===== src/rtl/tkr_pkg.sv =====
// Shared types, constants and ranking helpers for the top-K result ranker.
package tkr_pkg;

   localparam int CAPACITY_DEFAULT = 64;
   localparam int COORD_W = 32;
   localparam int COUNT_W = 16;
   localparam int KEEP_W = 7;
   localparam int ENTRY_W = 2 * COORD_W + COUNT_W;
   localparam int DIST_W = 2 * COORD_W + 1;
   localparam logic [KEEP_W-1:0] KEEP_RESET = 7'd64;

   // Input command codes.
   localparam logic CMD_INSERT = 1'b0;
   localparam logic CMD_DRAIN = 1'b1;

   // Command from controller to datapath.
   typedef struct packed {
      logic load_new;    // capture the request item and its distance
      logic rd_start;    // issue a read at the address given
      logic shift_wr;    // write the held entry one slot down
      logic place_wr;    // write the new entry at the address given
      logic drain_load;  // capture read data into the result register
      logic empty_load;  // load the empty-drain result
   } ctrl_cmd_type;

   // Status from datapath to controller.
   typedef struct packed {
      logic new_better;  // new entry ranks strictly above the entry just read
   } dp_stat_type;

   // Absolute value of a 32-bit two's complement number as 32-bit unsigned.
   function automatic logic [COORD_W-1:0] abs32(input logic [COORD_W-1:0] v);
      abs32 = v[COORD_W-1] ? (~v + 1'b1) : v;
   endfunction

endpackage


===== src/rtl/tkr_control.sv =====
// Controller: sequences insertion sort steps and drains over the store.
module tkr_control #(
   parameter int CAPACITY = tkr_pkg::CAPACITY_DEFAULT,
   localparam int AW = (CAPACITY > 1) ? $clog2(CAPACITY) : 1,
   localparam int OW = $clog2(CAPACITY + 1)
) (
   input  logic                        clock,
   input  logic                        reset,
   input  logic                        req_valid,
   output logic                        req_stall,
   input  logic                        req_command,
   output logic                        rsp_valid,
   input  logic                        rsp_stall,
   input  logic [tkr_pkg::KEEP_W-1:0]  keep,
   input  tkr_pkg::dp_stat_type        stat,
   output tkr_pkg::ctrl_cmd_type       cmd,
   output logic [AW-1:0]               addr,
   output logic                        last,
   output logic [OW-1:0]               occ_out
);
   typedef enum logic [2:0] {
      S_IDLE, S_RD, S_SQ, S_CMP, S_DRD, S_DOUT
   } state_type;

   state_type state_ff, state_in;
   logic [OW-1:0] occ_ff, occ_in;
   logic [OW-1:0] pos_ff, pos_in;
   logic rsp_valid_ff, rsp_valid_in;
   logic [OW:0] eff_k;
   logic accept, full;

   // Effective K: zero acts as one, large values clamp to capacity.
   always_comb begin
      if (keep == '0) begin
         eff_k = (OW+1)'(1);
      end else if (int'(keep) > CAPACITY) begin
         eff_k = (OW+1)'(CAPACITY);
      end else begin
         eff_k = (OW+1)'(keep);
      end
   end

   assign full = ({1'b0, occ_ff} >= eff_k);
   assign req_stall = (state_ff != S_IDLE) || rsp_valid_ff;
   assign accept = req_valid && !req_stall;
   assign rsp_valid = rsp_valid_ff;
   assign occ_out = occ_ff;

   // Next-state and command decode.
   always_comb begin
      state_in = state_ff;
      occ_in = occ_ff;
      pos_in = pos_ff;
      rsp_valid_in = rsp_valid_ff && rsp_stall;
      cmd = '0;
      addr = AW'(pos_ff - 1'b1);
      last = 1'b0;
      unique case (state_ff)
         S_IDLE: begin
            if (accept) begin
               cmd.load_new = 1'b1;
               if (req_command == tkr_pkg::CMD_DRAIN) begin
                  if (occ_ff == '0) begin
                     cmd.empty_load = 1'b1;
                     rsp_valid_in = 1'b1;
                  end else begin
                     pos_in = '0;
                     state_in = S_DRD;
                  end
               end else if (!full) begin
                  pos_in = occ_ff;
                  occ_in = occ_ff + 1'b1;
                  state_in = (occ_ff == '0) ? S_CMP : S_RD;
               end else begin
                  // Full: new entry must beat the worst, which it replaces.
                  pos_in = occ_ff;
                  state_in = S_RD;
               end
            end
         end
         S_RD: begin
            cmd.rd_start = 1'b1;
            state_in = S_SQ;
         end
         S_SQ: begin
            state_in = S_CMP;
         end
         S_CMP: begin
            if (pos_ff != '0 && stat.new_better) begin
               // Move the compared entry down, unless it is the dropped worst.
               if (pos_ff != occ_ff) begin
                  cmd.shift_wr = 1'b1;
                  addr = AW'(pos_ff);
               end
               pos_in = pos_ff - 1'b1;
               state_in = (pos_ff == OW'(1)) ? S_CMP : S_RD;
               if (pos_ff != OW'(1)) begin
                  cmd.rd_start = 1'b1;
                  addr = AW'(pos_ff - 2'd2);
                  if (pos_ff != occ_ff) begin
                     addr = AW'(pos_ff);
                     cmd.rd_start = 1'b0;
                  end
               end
            end else begin
               // Place the new entry, unless it lost to the worst of a full store.
               if (pos_ff == '0 || pos_ff != occ_ff) begin
                  cmd.place_wr = 1'b1;
                  addr = AW'(pos_ff);
               end
               state_in = S_IDLE;
            end
         end
         S_DRD: begin
            cmd.rd_start = 1'b1;
            addr = AW'(pos_ff);
            state_in = S_DOUT;
         end
         S_DOUT: begin
            if (!rsp_valid_ff || !rsp_stall) begin
               cmd.drain_load = 1'b1;
               last = (pos_ff + 1'b1 == occ_ff);
               addr = AW'(pos_ff);
               rsp_valid_in = 1'b1;
               if (pos_ff + 1'b1 == occ_ff) begin
                  occ_in = '0;
                  state_in = S_IDLE;
               end else begin
                  pos_in = pos_ff + 1'b1;
                  state_in = S_DRD;
               end
            end
         end
         default: state_in = S_IDLE;
      endcase
   end

   // State and registered outputs.
   always_ff @(posedge clock) begin
      if (reset) begin
         state_ff <= S_IDLE;
         occ_ff <= '0;
         pos_ff <= '0;
         rsp_valid_ff <= 1'b0;
      end else begin
         state_ff <= state_in;
         occ_ff <= occ_in;
         pos_ff <= pos_in;
         rsp_valid_ff <= rsp_valid_in;
      end
   end
endmodule


===== config.mk =====
export PLATFORM = sky130hd
export DESIGN_NAME = tkr_control
export DESIGN_NICKNAME = d
export VERILOG_FILES = /design/src/rtl/tkr_pkg.sv /design/src/rtl/tkr_control.sv
export SDC_FILE = /design/constraint.sdc
export NUM_CORES = 1
export LEC_CHECK = 0
export ABC_AREA = 1
export ABC_CLOCK_PERIOD_IN_PS = 2240
export BUFFER_PORTS_ARGS = -buffer_cell sky130_fd_sc_hd__buf_2
export CELL_PAD_IN_SITES_DETAIL_PLACEMENT = 1
export CELL_PAD_IN_SITES_GLOBAL_PLACEMENT = 2
export CORE_MARGIN = 2
export CORE_UTILIZATION = 27
export CTS_CLUSTER_DIAMETER = 40
export DETAILED_ROUTE_END_ITERATION = 16
export PLACE_DENSITY = 0.84
export SLEW_MARGIN = 20
export SYNTH_ARGS = -nofsm -noshare
export SYNTH_HDL_FRONTEND = slang
export SYNTH_SLANG_ARGS = --single-unit

===== constraint.sdc =====
create_clock -name clock -period 2.24 [get_ports clock]
set_clock_uncertainty 0.1 [all_clocks]
set_input_delay 0.336 -clock clock [delete_from_list [all_inputs] [get_ports clock]]
set_output_delay 0.336 -clock clock [all_outputs]
set_load 0.01 [all_outputs]

# Word level (Yosys, flattened, before mapping)
# Index checks and enable logic that the tools add are counted.
[classes]
add_sub_neg = 4
n_bitwise = 0
mux = 55
reduce_logical = 21
eq_ne = 17
div_mod_pow = 0
magnitude_cmp = 2
multipliers = 0
n_shift = 0
[op_table]
columns = ["operator", "n"]
rows = [
  ["$mux 7", 12],
  ["$mux 6", 6],
  ["$logic_not 7->1", 3],
  ["$pmux 7 s3", 1],
  ["$mux 1", 19],
  ["$pmux 3 s6", 1],
  ["$pmux 6 s3", 1],
  ["$mux 3", 5],
  ["$add 7x1->7 const B", 2],
  ["$ne 2x2->1 const B", 7],
  ["$pmux 7 s2", 1],
  ["$mux 2", 6],
  ["$reduce_and 6->1", 2],
  ["$ge 7x8->1", 1],
  ["$mux 8", 1],
  ["$eq 7x1->1 const B", 1],
  ["$eq 7x7->1", 1],
  ["$gt 7x7->1 const B", 1],
  ["$ne 7x1->1 const B", 1],
  ["$ne 7x7->1", 1],
  ["$reduce_bool 7->1", 1],
  ["$sub 7x1->7 const B", 1],
  ["$eq 3x2->1 const B", 2],
  ["$eq 3x3->1 const B", 2],
  ["other kinds (12)", 20],
]
[totals]
latchBits = 0
output_inout_bits = 22
n_memories = 0
ff_bits = 18
ram_bits = 0
mem_bits_ro = 0
input_bits = 13

# Logic depth before layout (Yosys ltp)
# Gate-level depths: netlist of run 1.
[depth]
ltp_word = 8
mapped_depth = 16
mapped_depth_nobuf = 16

# Worst setup path after synthesis of run 1
# No wires, ideal clock.
[synth_timing]
kind = "input-to-reg"
start = "in keep[2] in the netlist's numbering"
end = "reg occ_ff[0] (netlist: occ_out[0])"
required_ps = 2027
cell_stages = 12
path_slack_ps = 80
setup_ps = 113
n_path_buf = 0
arrival_ps = 1946
path_cell_list = "nor4_1 nand2_1 nand2_1 nand2_1 ha_1 a21o_1 a21oi_1 nand3_1 nand2_1 nand3_4 nor2_1 nor2_1"
[synth_between]
elab_chain_len = 6
word_cells_on_any_way = 7
cone_classes = "order compare: 2; eq/ne: 1; mux: 2; reduce/logical: 2"
[synth_rtl]
columns = ["item", "line_no", "source"]
rows = [
  ["start: declaration", "tkr_control.sv:14", "input logic [tkr_pkg::KEEP_W-1:0] keep,"],
  ["$gt 7x7->1", "tkr_control.sv:36", "end else if (int'(keep) > CAPACITY) begin"],
  ["$mux 7", "tkr_control.sv:36", ""],
  ["$mux 8 *", "tkr_control.sv:34", "if (keep == '0) begin"],
  ["$ge 7x8->1 *", "tkr_control.sv:43", "assign full = ({1'b0, occ_ff} >= eff_k);"],
  ["$ne 2x2->1 (no source line) *", "--", ""],
  ["$reduce_and 6->1 (no source line) *", "--", ""],
  ["end signal: assignment", "tkr_control.sv:147", "occ_ff <= occ_in;"],
  ["end: declaration", "tkr_control.sv:26", "logic [OW-1:0] occ_ff, occ_in;"],
]
# Every way passes the cells marked *; elsewhere a longest branch is shown, timed or not.
# A chain may end at the register's enable or synchronous reset.

# Worst setup path after layout of run 1
[layout_timing]
start = "reg pos_ff[0]"
end = "out addr[2]"
[layout_between]
elab_chain_len = 5
word_cells_on_any_way = 15
cone_classes = "add/sub: 2; eq/ne: 2; mux: 7; reduce/logical: 4"
[layout_rtl]
columns = ["item", "line_no", "source"]
rows = [
  ["start: declaration", "tkr_control.sv:27", "logic [OW-1:0] pos_ff, pos_in;"],
  ["start signal: assignment", "tkr_control.sv:148", "pos_ff <= pos_in;"],
  ["$sub 7x1->7 (tied with other cells)", "--", ""],
  ["$mux 6 (tied with other cells)", "tkr_control.sv:91", "if (pos_ff != occ_ff) begin"],
  ["$mux 6 (on tied branches)", "tkr_control.sv:97, tkr_control.sv:107", ""],
  ["$mux 6", "tkr_control.sv:89", "if (pos_ff != '0 && stat.new_better) begin"],
  ["$pmux 6 s3 *", "tkr_control.sv:58", "unique case (state_ff)"],
  ["end: declaration", "tkr_control.sv:17", "output logic [AW-1:0] addr,"],
]
# Marks and branches as above.

==> results of run 1 <==
==> state kept, by name (all words and copies together) (netlist names) <==
register / flops
occ_out: 7
pos_ff: 7
rsp_valid: 1
state_ff: 3
==> routing by layer <==
layer | track usage [%] | vias to the layer above | wire, um
li1 | - | 1504 | -
met1 | 25.96 | 1508 | 4391
met2 | 39.52 | 63 | 5674
met3 | 2.734 | 14 | 342
met4 | 3.419 | 0 | 129
met5 | 0 | - | 0
==> stage by stage <==
stage,area [sq um],cells
finish,3597,611
global route,3597,611
CTS,3368,599
detailed placement,2995,585
global placement,2995,585
floorplan,2366,399
==> where the power goes <==
group          internal, W  leakage, nW  total [W]  switching, W
clock network     0.000157       0.0288   0.000289      0.000132
registers         0.000459        0.156   0.000640      0.000181
logic              0.00158         1.63    0.00396       0.00238
==> final cells by class <==
| cell class | instances | area [sq um] |
|---|---|---|
| clock buffers | 4 | 55.05 |
| fillers | 1153 | 4996 |
| inverters | 55 | 226.5 |
| multi-input cells | 319 | 2027 |
| flip-flops and latches | 18 | 400.4 |
| well taps | 108 | 135.1 |
| repair buffers | 107 | 753.2 |
==> final timing paths <==
kind	to	depth (start not counted)	slack [ps]	from
min	occ_out[1]	2	190	reset
max reg2reg	occ_out[1]	13	-20	pos_ff[0]
min reg2reg	rsp_valid	2	510	rsp_valid
max	addr[2]	10	-180	pos_ff[0]
==> repair_timing <==
action                     4_1_cts  5_1_grt
pin swaps                       21       24
setup endpoints to repair       17       18
buffers inserted                 9       12
cloned                           1        0
gates resized for setup         73       33
==> synth_stat cells, types with 3 or more instances <==
library cell / count / area, sq um
nor3_1: 3 / 15.01
inv_2: 15 / 56.30
nand2_2: 8 / 50.05
nor2_4: 3 / 33.78
nor2_2: 11 / 68.82
nand3_1: 28 / 140.1
o221ai_1: 3 / 26.28
nor2_1: 44 / 165.2
a21oi_1: 14 / 70.07
buf_6: 4 / 45.04
inv_4: 3 / 18.77
o21ai_0: 10 / 50.05
dfxtp_1: 18 / 360.4
nand4_1: 15 / 93.84
o21ai_1: 11 / 55.05
nand2_1: 115 / 431.7
inv_1: 36 / 135.1
or2_2: 5 / 31.28
ha_1: 16 / 200.2
xor2_1: 5 / 43.79
==> cell families after synthesis <==
family	after synthesis
buffers and inverters	63
DFF	18
AOI/OAI and AO/OA	48
adders and majority gates	16
and+or+nand+nor	247
xor gates and xnor gates	7
==> metrics.md, run 1 <==
| Metric | Value |
|---|---|
| Status | `finished, violations left` |
| Failing checks | `setup timing` |
| Drt pass-1 iters | `4` |
| Slowest CP cell | `dfxtp_4` |
| First-pass GRT wire length | `16.24 mm` |
| Fin crit share | `107.9%` |
| Avg Cell Area, Syn | `5.930 sq um` |
| Worst setup margin | `-176.3 ps` |
| Post-CTS Hold Fix Bufs | `0` |
| Cells after synthesis | `399` |
| Final setup fails | `9` |
| Seq/Total Area, Yosys | `15.23%` |
| Vias in the first global route | `3194` |
| DP HPWL | `7.553 mm` |
| Leakage power | `1.814 nW` |
| Type of origin of the critical path | `flop` |
| Layout cells sized above 1 | `45.53%` |
| Post-synthesis mux area share | `0%` |
| DRT antenna net count | `0` |
| Pwr Total | `0.004886 W` |
| XOR/XNOR share of the synthesized area | `2.591%` |
| Asr flop ratio synth | `0%` |
| Die footprint | `9528 sq um` |
| Yosys reg bits | `18` |
| Longest Clk Path Bufs | `2` |
| PortBufs | `34` |
| Global route overflow | `0` |
| Worst hold path class | `input pin to flop` |
| Fmax achieved | `0.4139 GHz` |
| Root Buffer | `clkbuf_8` |
| Critical-path cell list | `inv_4 -> ha_4 -> nand3_4 -> nand2_4 -> nor2_4 -> inv_2 -> nor3_4 -> nand2_1 -> nand4_1 -> buf_2` |
| Ys flop type | `dfxtp_1` |
| CP required | `1800 ps` |
| Mapped Nets | `428` |
| Pre-CTS WS | `-322.6 ps` |
| Clk slew on worst S/H paths | `80 ps` |
| Hold_ws | `190.6 ps` |
| Fin util | `41.86%` |
| RSZ-0062 raised after global routing | `true` |
| Least-Margin Pin Slew | `492.6 ps` |
| Tot GR Track Use | `21.09%` |
| Drt wl/cell | `17.25 um` |
| Combinational family with the most area after synthesis | `simple AND/OR/NAND/NOR gates` |
| Arrival @ worst endpoint | `1980 ps` |
| Worst VDD drop | `0.0006608 V` |
| Crit path largest cell delay | `430 ps` |
| Fin crit period | `2416 ps` |
| Area grow syn2layout | `52.04%` |
| Critical path class | `flop to output pin` |
| Placeable Area | `8593 sq um` |
| Crit path buf inv count | `3` |
| Gp weighted congestion | `0.8651` |
| Final nets | `533` |
| Yosys warns | `0` |
| Post-synthesis simple-gate area fraction | `49.81%` |
| Most frequent cells in the layout | `nand2_1 (97), buf_4 (67), nor2_1 (37)` |
| Skew-Pair Late Insertion Delay | `260 ps` |
| DR iter-0 viols | `120` |
| H-Tree Depth | `1` |
| Crit. End Element | `output pin` |
| Max FO, Critical Path | `5` |
| N_diodes | `0` |
| Netlist cell types | `43` |
| TritonCTS buffer count | `3` |
| Commonest non-fill, non-tap cell in the layout | `nand2_1` |
| Die Ht | `97.61 um` |
| Delay-heaviest family, CP | `simple AND/OR/NAND/NOR gates` |
| Fin Setup TNS | `-977.0 ps` |
| Row count | `34` |
| Max-Cap Viols | `0` |
| Max Slew Vio Count | `0` |
| Clock sinks | `18` |
| Initial antenna violation count | `0` |
| Io pins | `35` |
| Number of hold violations in the final report | `0` |
| Slew HR | `67.12%` |
| Largest net degree at the start of global routing | `14` |
| Post-synth EDFFs | `0` |
| Drt drc | `0` |
| Pwr/cell area | `1358 nW/um^2` |
| Syn Std Cell Area | `2366 sq um` |
| Initial Util | `27.53%` |
| Total Wirelength | `10.54 mm` |
| Post-synthesis compound-gate area fraction | `12.06%` |
| Vias | `3089` |
| Vias/cell | `5.056` |
| Die X | `97.61 um` |
| CTS tree | `done` |
| Synth Area in Adders | `8.461%` |
(Power assumes the default switching activity.)
==> inputs of run 2 (changes only) <==
--- a/config.mk
+++ b/config.mk
@@ -10,11 +10,11 @@
 export BUFFER_PORTS_ARGS = -buffer_cell sky130_fd_sc_hd__buf_2
 export CELL_PAD_IN_SITES_DETAIL_PLACEMENT = 1
 export CELL_PAD_IN_SITES_GLOBAL_PLACEMENT = 2
-export CORE_MARGIN = 2
 export CORE_UTILIZATION = 27
 export CTS_CLUSTER_DIAMETER = 40
 export DETAILED_ROUTE_END_ITERATION = 16
-export PLACE_DENSITY = 0.84
+export HOLD_SLACK_MARGIN = 0.02
+export PLACE_DENSITY = 0.86
 export SLEW_MARGIN = 20
 export SYNTH_ARGS = -nofsm -noshare
 export SYNTH_HDL_FRONTEND = slang
==> run 2 against run 1 <==
Via count rose by 1.2%. Sequential power fell by 2%. Critical path type unchanged. Cell area did not move. Clock power rose by 5%. Count of clock-buffer cells in the layout did not move. The flow still finishes with violations (setup timing). Combinational power barely moved. Highest routed layer unchanged.
==> metrics.md, run 2 (synthesis results as in run 1) <==
| Metric | Value |
|---|---|
| Status | `finished, violations left` |
| Failing checks | `setup timing` |
| Final nets | `536` |
| Row count | `33` |
| Layout cells sized above 1 | `46.25%` |
| Die X | `95.61 um` |
| Most frequent cells in the layout | `nand2_1 (94), buf_4 (72), nor2_1 (37)` |
| Vias/cell | `5.118` |
| First-pass GRT wire length | `15.30 mm` |
| Tot GR Track Use | `21.90%` |
| Initial antenna violation count | `0` |
| CTS tree | `done` |
| Worst setup margin | `-182.2 ps` |
| PortBufs | `34` |
| Die Ht | `95.61 um` |
| Clk slew on worst S/H paths | `90 ps` |
| Crit. End Element | `output pin` |
| Commonest non-fill, non-tap cell in the layout | `nand2_1` |
| Fin crit share | `108.1%` |
| Io pins | `35` |
| Least-Margin Pin Slew | `492.0 ps` |
| Final Cell Area | `3597 sq um` |
| Placeable Area | `8341 sq um` |
| DR iter-0 viols | `159` |
| Fin util | `43.13%` |
| Type of origin of the critical path | `flop` |
| Global route overflow | `0` |
| Root Buffer | `clkbuf_8` |
| Initial Util | `28.37%` |
| Final setup fails | `8` |
| Max Slew Vio Count | `0` |
| Slew HR | `67.17%` |
| Gp weighted congestion | `0.8205` |
| Skew-Pair Late Insertion Delay | `270 ps` |
| Vias in the first global route | `3149` |
| Pwr/cell area | `1355 nW/um^2` |
| Number of hold violations in the final report | `0` |
| DP HPWL | `7.292 mm` |
| Drt pass-1 iters | `4` |
| Critical path class | `flop to output pin` |
| DRT antenna net count | `0` |
| Drt wl/cell | `17.33 um` |
| Fin crit period | `2422 ps` |
| Total Wirelength | `10.59 mm` |
| Die footprint | `9141 sq um` |
| Clock sinks | `18` |
| Vias | `3127` |
| Max-Cap Viols | `0` |
| Post-CTS Hold Fix Bufs | `0` |
| Pwr Total | `0.004875 W` |
| Max FO, Critical Path | `6` |
| Placed Area | `3007 sq um` |
| TritonCTS buffer count | `3` |
| N_diodes | `0` |
| H-Tree Depth | `1` |
| Largest net degree at the start of global routing | `14` |
| Arrival @ worst endpoint | `1990 ps` |
| Drt drc | `0` |
| Area grow syn2layout | `52.04%` |
| Worst VDD drop | `0.0005755 V` |
| CP required | `1800 ps` |
| Leakage power | `1.820 nW` |
| RSZ-0062 raised after global routing | `true` |
| Worst hold path class | `input pin to flop` |
| Fmax achieved | `0.4129 GHz` |
| Longest Clk Path Bufs | `2` |
[run 2: through the flow]
step | hold slack, ps | cells | setup WS [ps] | setup TNS, ps
after floorplan | 302.9 | 399 | 80.45 | 0
after global placement | 481.7 | 584 | -191.2 | -1274
after detailed placement | 489.8 | 584 | -306.7 | -2194
after CTS | 200.9 | 599 | -47.08 | -307.7
after global routing | 206.0 | 611 | -264.4 | -2056
final | 192.0 | 611 | -182.2 | -1034
[run 2: what timing repair did]
item                                    CTS  global route
gates resized for setup                  60            42
gates cloned                              1             0
pin swaps                                19            29
hold endpoints to repair                  0             0
buffers inserted                         10            12
endpoints found under the setup margin   16            17
[run 2: path summary, 6_finish.rpt]
check                           slack (ps)  depth (start not counted)    endpoint  startpoint
worst min register to register         510                          2   rsp_valid   rsp_valid
worst max-delay path                  -180                         10     addr[2]   pos_ff[1]
worst max register to register          20                         14   pos_ff[2]   pos_ff[0]
worst min-delay path                   190                          2  occ_out[1]       reset
[run 2: cell type report]
class,instances,area (sq um)
Multi-Input combinational cell,319,2038
Clock buffer,4,55.05
Inverter,55,225.2
Tap cell,105,131.4
Timing Repair Buffer,110,755.7
Fill cell,1109,4743
Sequential cell,18,391.6
[run 2: power by group]
group	switching (W)	internal (W)
registers	0.000175	0.000454
logic	0.00238	0.00156
clock network	0.000146	0.000157
[run 2: worst max-delay path, stage by stage (launching register included)]
cell and delay [ps]:
dfxtp_4 400, inv_4 100, buf_6 130, ha_4 160, nand2_4 70, nor2_4 180
nand4_1 190, nand2_1 150, nand2_1 60, nand4_1 110, buf_2 160
[run 2: metal layers]
metal	vias to the layer above	part of all wire [%]	global-route usage [%]
li1	1514	-	-
met1	1518	42	26.30
met2	72	53	40.77
met3	23	3.1	2.711
met4	0	2.0	5.473
met5	-	0	0
==> inputs of run 3 (changes only) <==
--- a/config.mk
+++ b/config.mk
@@ -5,16 +5,15 @@
 export SDC_FILE = /design/constraint.sdc
 export NUM_CORES = 1
 export LEC_CHECK = 0
-export ABC_AREA = 1
 export ABC_CLOCK_PERIOD_IN_PS = 2240
 export BUFFER_PORTS_ARGS = -buffer_cell sky130_fd_sc_hd__buf_2
 export CELL_PAD_IN_SITES_DETAIL_PLACEMENT = 1
 export CELL_PAD_IN_SITES_GLOBAL_PLACEMENT = 2
-export CORE_UTILIZATION = 27
+export CORE_UTILIZATION = 30
 export CTS_CLUSTER_DIAMETER = 40
 export DETAILED_ROUTE_END_ITERATION = 16
 export HOLD_SLACK_MARGIN = 0.02
-export PLACE_DENSITY = 0.86
+export PLACE_DENSITY = 0.87
 export SLEW_MARGIN = 20
 export SYNTH_ARGS = -nofsm -noshare
 export SYNTH_HDL_FRONTEND = slang
==> run 3 against run 2 <==
The run still ends with setup timing left. Global-route usage increased by 3.8 points. Via count increased by 0.45%. Worst hold slack better by 150 ps. Wire length grew 9.7%. Count of clock-buffer cells in the layout did not move. Sequential power is 33% lower. Clock power down 3%. Critical path depth is 1 lower. Utilization up 9.7 points. Area after synthesis down 1.8%. Combinational power down 46%. Critical path type unchanged. Critical endpoint is now addr[3]. Highest routed layer unchanged.
==> metrics.md, run 3 <==
| Metric | Value |
|---|---|
| Placed cells | `512` |
| TritonCTS buffer count | `3` |
| Post-synth EDFFs | `0` |
| Longest Clk Path Bufs | `2` |
| Tot GR Track Use | `25.75%` |
| Crit path largest cell delay | `340 ps` |
| P_int | `0.001497 W` |
| Die Ht | `90.01 um` |
| Leakage power | `1.681 nW` |
| Die footprint | `8101 sq um` |
| Area leader, netlist | `dfxtp_1` |
| Final Cell Area | `3891 sq um` |
| Failing checks | `setup timing` |
| Seq/Total Area, Yosys | `15.51%` |
| Placed Area | `3227 sq um` |
| Gp weighted congestion | `0.8821` |
| Total Wirelength | `11.61 mm` |
| Area contributors post-synth | `dfxtp_1 (16%), ha_1 (8.6%), a21oi_1 (6.0%)` |
| Sw Ratio | `47.03%` |
| Die X | `90.01 um` |
| Critical path class | `flop to output pin` |
| Max Slew Vio Count | `0` |
| Area grow syn2layout | `67.47%` |
| DRT antenna net count | `0` |
| H-Tree Depth | `1` |
| Worst setup margin | `-479.7 ps` |
| Drt wl/cell | `21.83 um` |
| Vias in the first global route | `3285` |
| Avg Cell Area, Syn | `7.447 sq um` |
| Switch Pwr | `0.001329 W` |
| Max FO, Critical Path | `4` |
| Largest net degree at the start of global routing | `21` |
| Max-Cap Viols | `0` |
| Vias/cell | `5.904` |
| Final Instance Count excl. Fillers | `532` |
| Top cell type's share of synthesized area | `15.51%` |
| Pwr Total | `0.002825 W` |
| Crit path buf inv count | `3` |
| Pre-CTS WS | `-461.2 ps` |
| Commonest non-fill, non-tap cell in the layout | `buf_4` |
| Most common cell in the synthesized netlist | `nand2_1` |
| Worst hold path class | `input pin to flop` |
| Asr flop ratio synth | `0%` |
| RSZ-0062 raised after global routing | `true` |
| Ys flop type | `dfxtp_1` |
| Status | `finished, violations left` |
| Initial antenna violation count | `0` |
| Mapped Nets | `341` |
| Layout cells sized above 1 | `53.35%` |
| Vias | `3141` |
| Io pins | `35` |
| Slew HR | `63.21%` |
| CP required | `1800 ps` |
| Fin crit share | `121.4%` |
| Crit. End Element | `output pin` |
| Combinational power share | `74.7%` |
| Initial Util | `31.53%` |
| Final nets | `463` |
| Clock sinks | `18` |
| Worst VDD drop | `0.0004233 V` |
| Clk pwr share | `10.4%` |
| Row count | `31` |
| N_diodes | `0` |
| Most frequent cells in the layout | `buf_4 (92), buf_2 (30), nand2_1 (28)` |
| Fmax achieved | `0.3677 GHz` |
| Placeable Area | `7370 sq um` |
| PortBufs | `34` |
| Yosys reg bits | `18` |
| Fin crit period | `2720 ps` |
| Slowest CP cell | `dfxtp_2` |
| Clk slew on worst S/H paths | `80 ps` |
| Delay-heaviest family, CP | `compound AO/OA/AOI/OAI gates` |
| Yosys warns | `0` |
| Root Buffer | `clkbuf_8` |
| Global route overflow | `0` |
| Type of origin of the critical path | `flop` |
| First-pass GRT wire length | `16.99 mm` |
| Drt drc | `0` |
| Least-Margin Pin Slew | `551.9 ps` |
| Number of hold violations in the final report | `0` |
| Arrival @ worst endpoint | `2280 ps` |
| DP HPWL | `7.433 mm` |
| Drt pass-1 iters | `4` |
| CTS tree | `done` |
| Sequential share of power | `14.9%` |
| Syn Std Cell Area | `2323 sq um` |
| Pwr/cell area | `726.1 nW/um^2` |
| Netlist cell types | `67` |
| Cells after synthesis | `312` |
| Hold_ws | `344.3 ps` |
| Final setup fails | `24` |
| Synth top cells by count | `nand2_1 (29), a21oi_1 (28), nor2_1 (20)` |
| Post-CTS Hold Fix Bufs | `0` |
| Skew-Pair Late Insertion Delay | `270 ps` |
| Critical-path cell list | `buf_6 -> xor2_4 -> nor4_4 -> buf_4 -> nand2_4 -> a31o_4 -> a21o_1 -> a221o_1 -> buf_2` |
| DR iter-0 viols | `226` |
[run 3: cell types whose count changed after synthesis, moves of 11 or more]
cell,previous run,this run
inv_2,15,0
nor2_2,11,0
nand4_1,15,4
nand2_1,115,29
nor2_1,44,20
a21oi_1,14,28
nand3_1,28,14
inv_1,36,14
[run 3: stage by stage]
step                setup TNS [ps]  util (%)
finish                       -6484     52.80
global route                 -8738     52.80
floorplan                   -407.6         -
global placement             -4078     43.79
detailed placement           -5851     43.79
CTS                          -4066     48.37
[run 3: worst paths after layout]
check / cells past startpoint / slack (ps) / start / to
min: 4 / 340 / rsp_stall / rsp_valid
max reg2reg: 10 / -330 / pos_ff[1] / occ_out[5]
min reg2reg: 2 / 490 / occ_out[0] / pos_ff[0]
max: 9 / -480 / pos_ff[2] / addr[3]
[run 3: cell type report]
cell class	count	area, sq um
Tap cell	99	123.9
Clock buffer	4	55.05
Sequential cell	18	377.9
Inverter	14	55.05
Fill cell	880	3478
Timing Repair Buffer	140	1052
Multi-Input combinational cell	257	2227
[run 3: timing repair]
| item | CTS | global route |
|---|---|---|
| gates resized for setup | 49 | 61 |
| cloned | 0 | 0 |
| buffers inserted | 12 | 7 |
| pin swaps | 21 | 25 |
| setup endpoints to repair | 27 | 27 |
[run 3: per-layer routing]
metal  share of wire [%]  up-vias  global-route usage (%)
met2                  51      119                   45.99
li1                    -     1408                       -
met1                  40     1567                   31.90
met5                   0        -                       0
met4                 4.7        0                   8.871
met3                 4.0       47                   2.707
[run 3: power groups by stage]
stage / Sequential [W] / Combinational (W) / Clock, W
2_1_floorplan: 0.000401 / 0.000940 / 0
3_3_place_gp: 0.000414 / 0.00156 / 0
3_5_place_dp: 0.000418 / 0.00162 / 0
4_1_cts: 0.000414 / 0.00185 / 0.000289
5_1_grt: 0.000424 / 0.00225 / 0.000300
6_report: 0.000421 / 0.00211 / 0.000295
[run 3: cells by family after synthesis]
logic type	synth area share [%]
AOI/OAI and AO/OA	33.93
xor gates and xnor gates	7.001
adders and majority gates	8.616
buffers and inverters	7.215
DFF	15.51
and+or+nand+nor	27.73
[run 3: tightest hold or removal path: cells and delay by family]
kind | cells | cell delay (ps)
simple gates | 2 | 130
compound gates | 1 | 100
buf+inv | 1 | 120
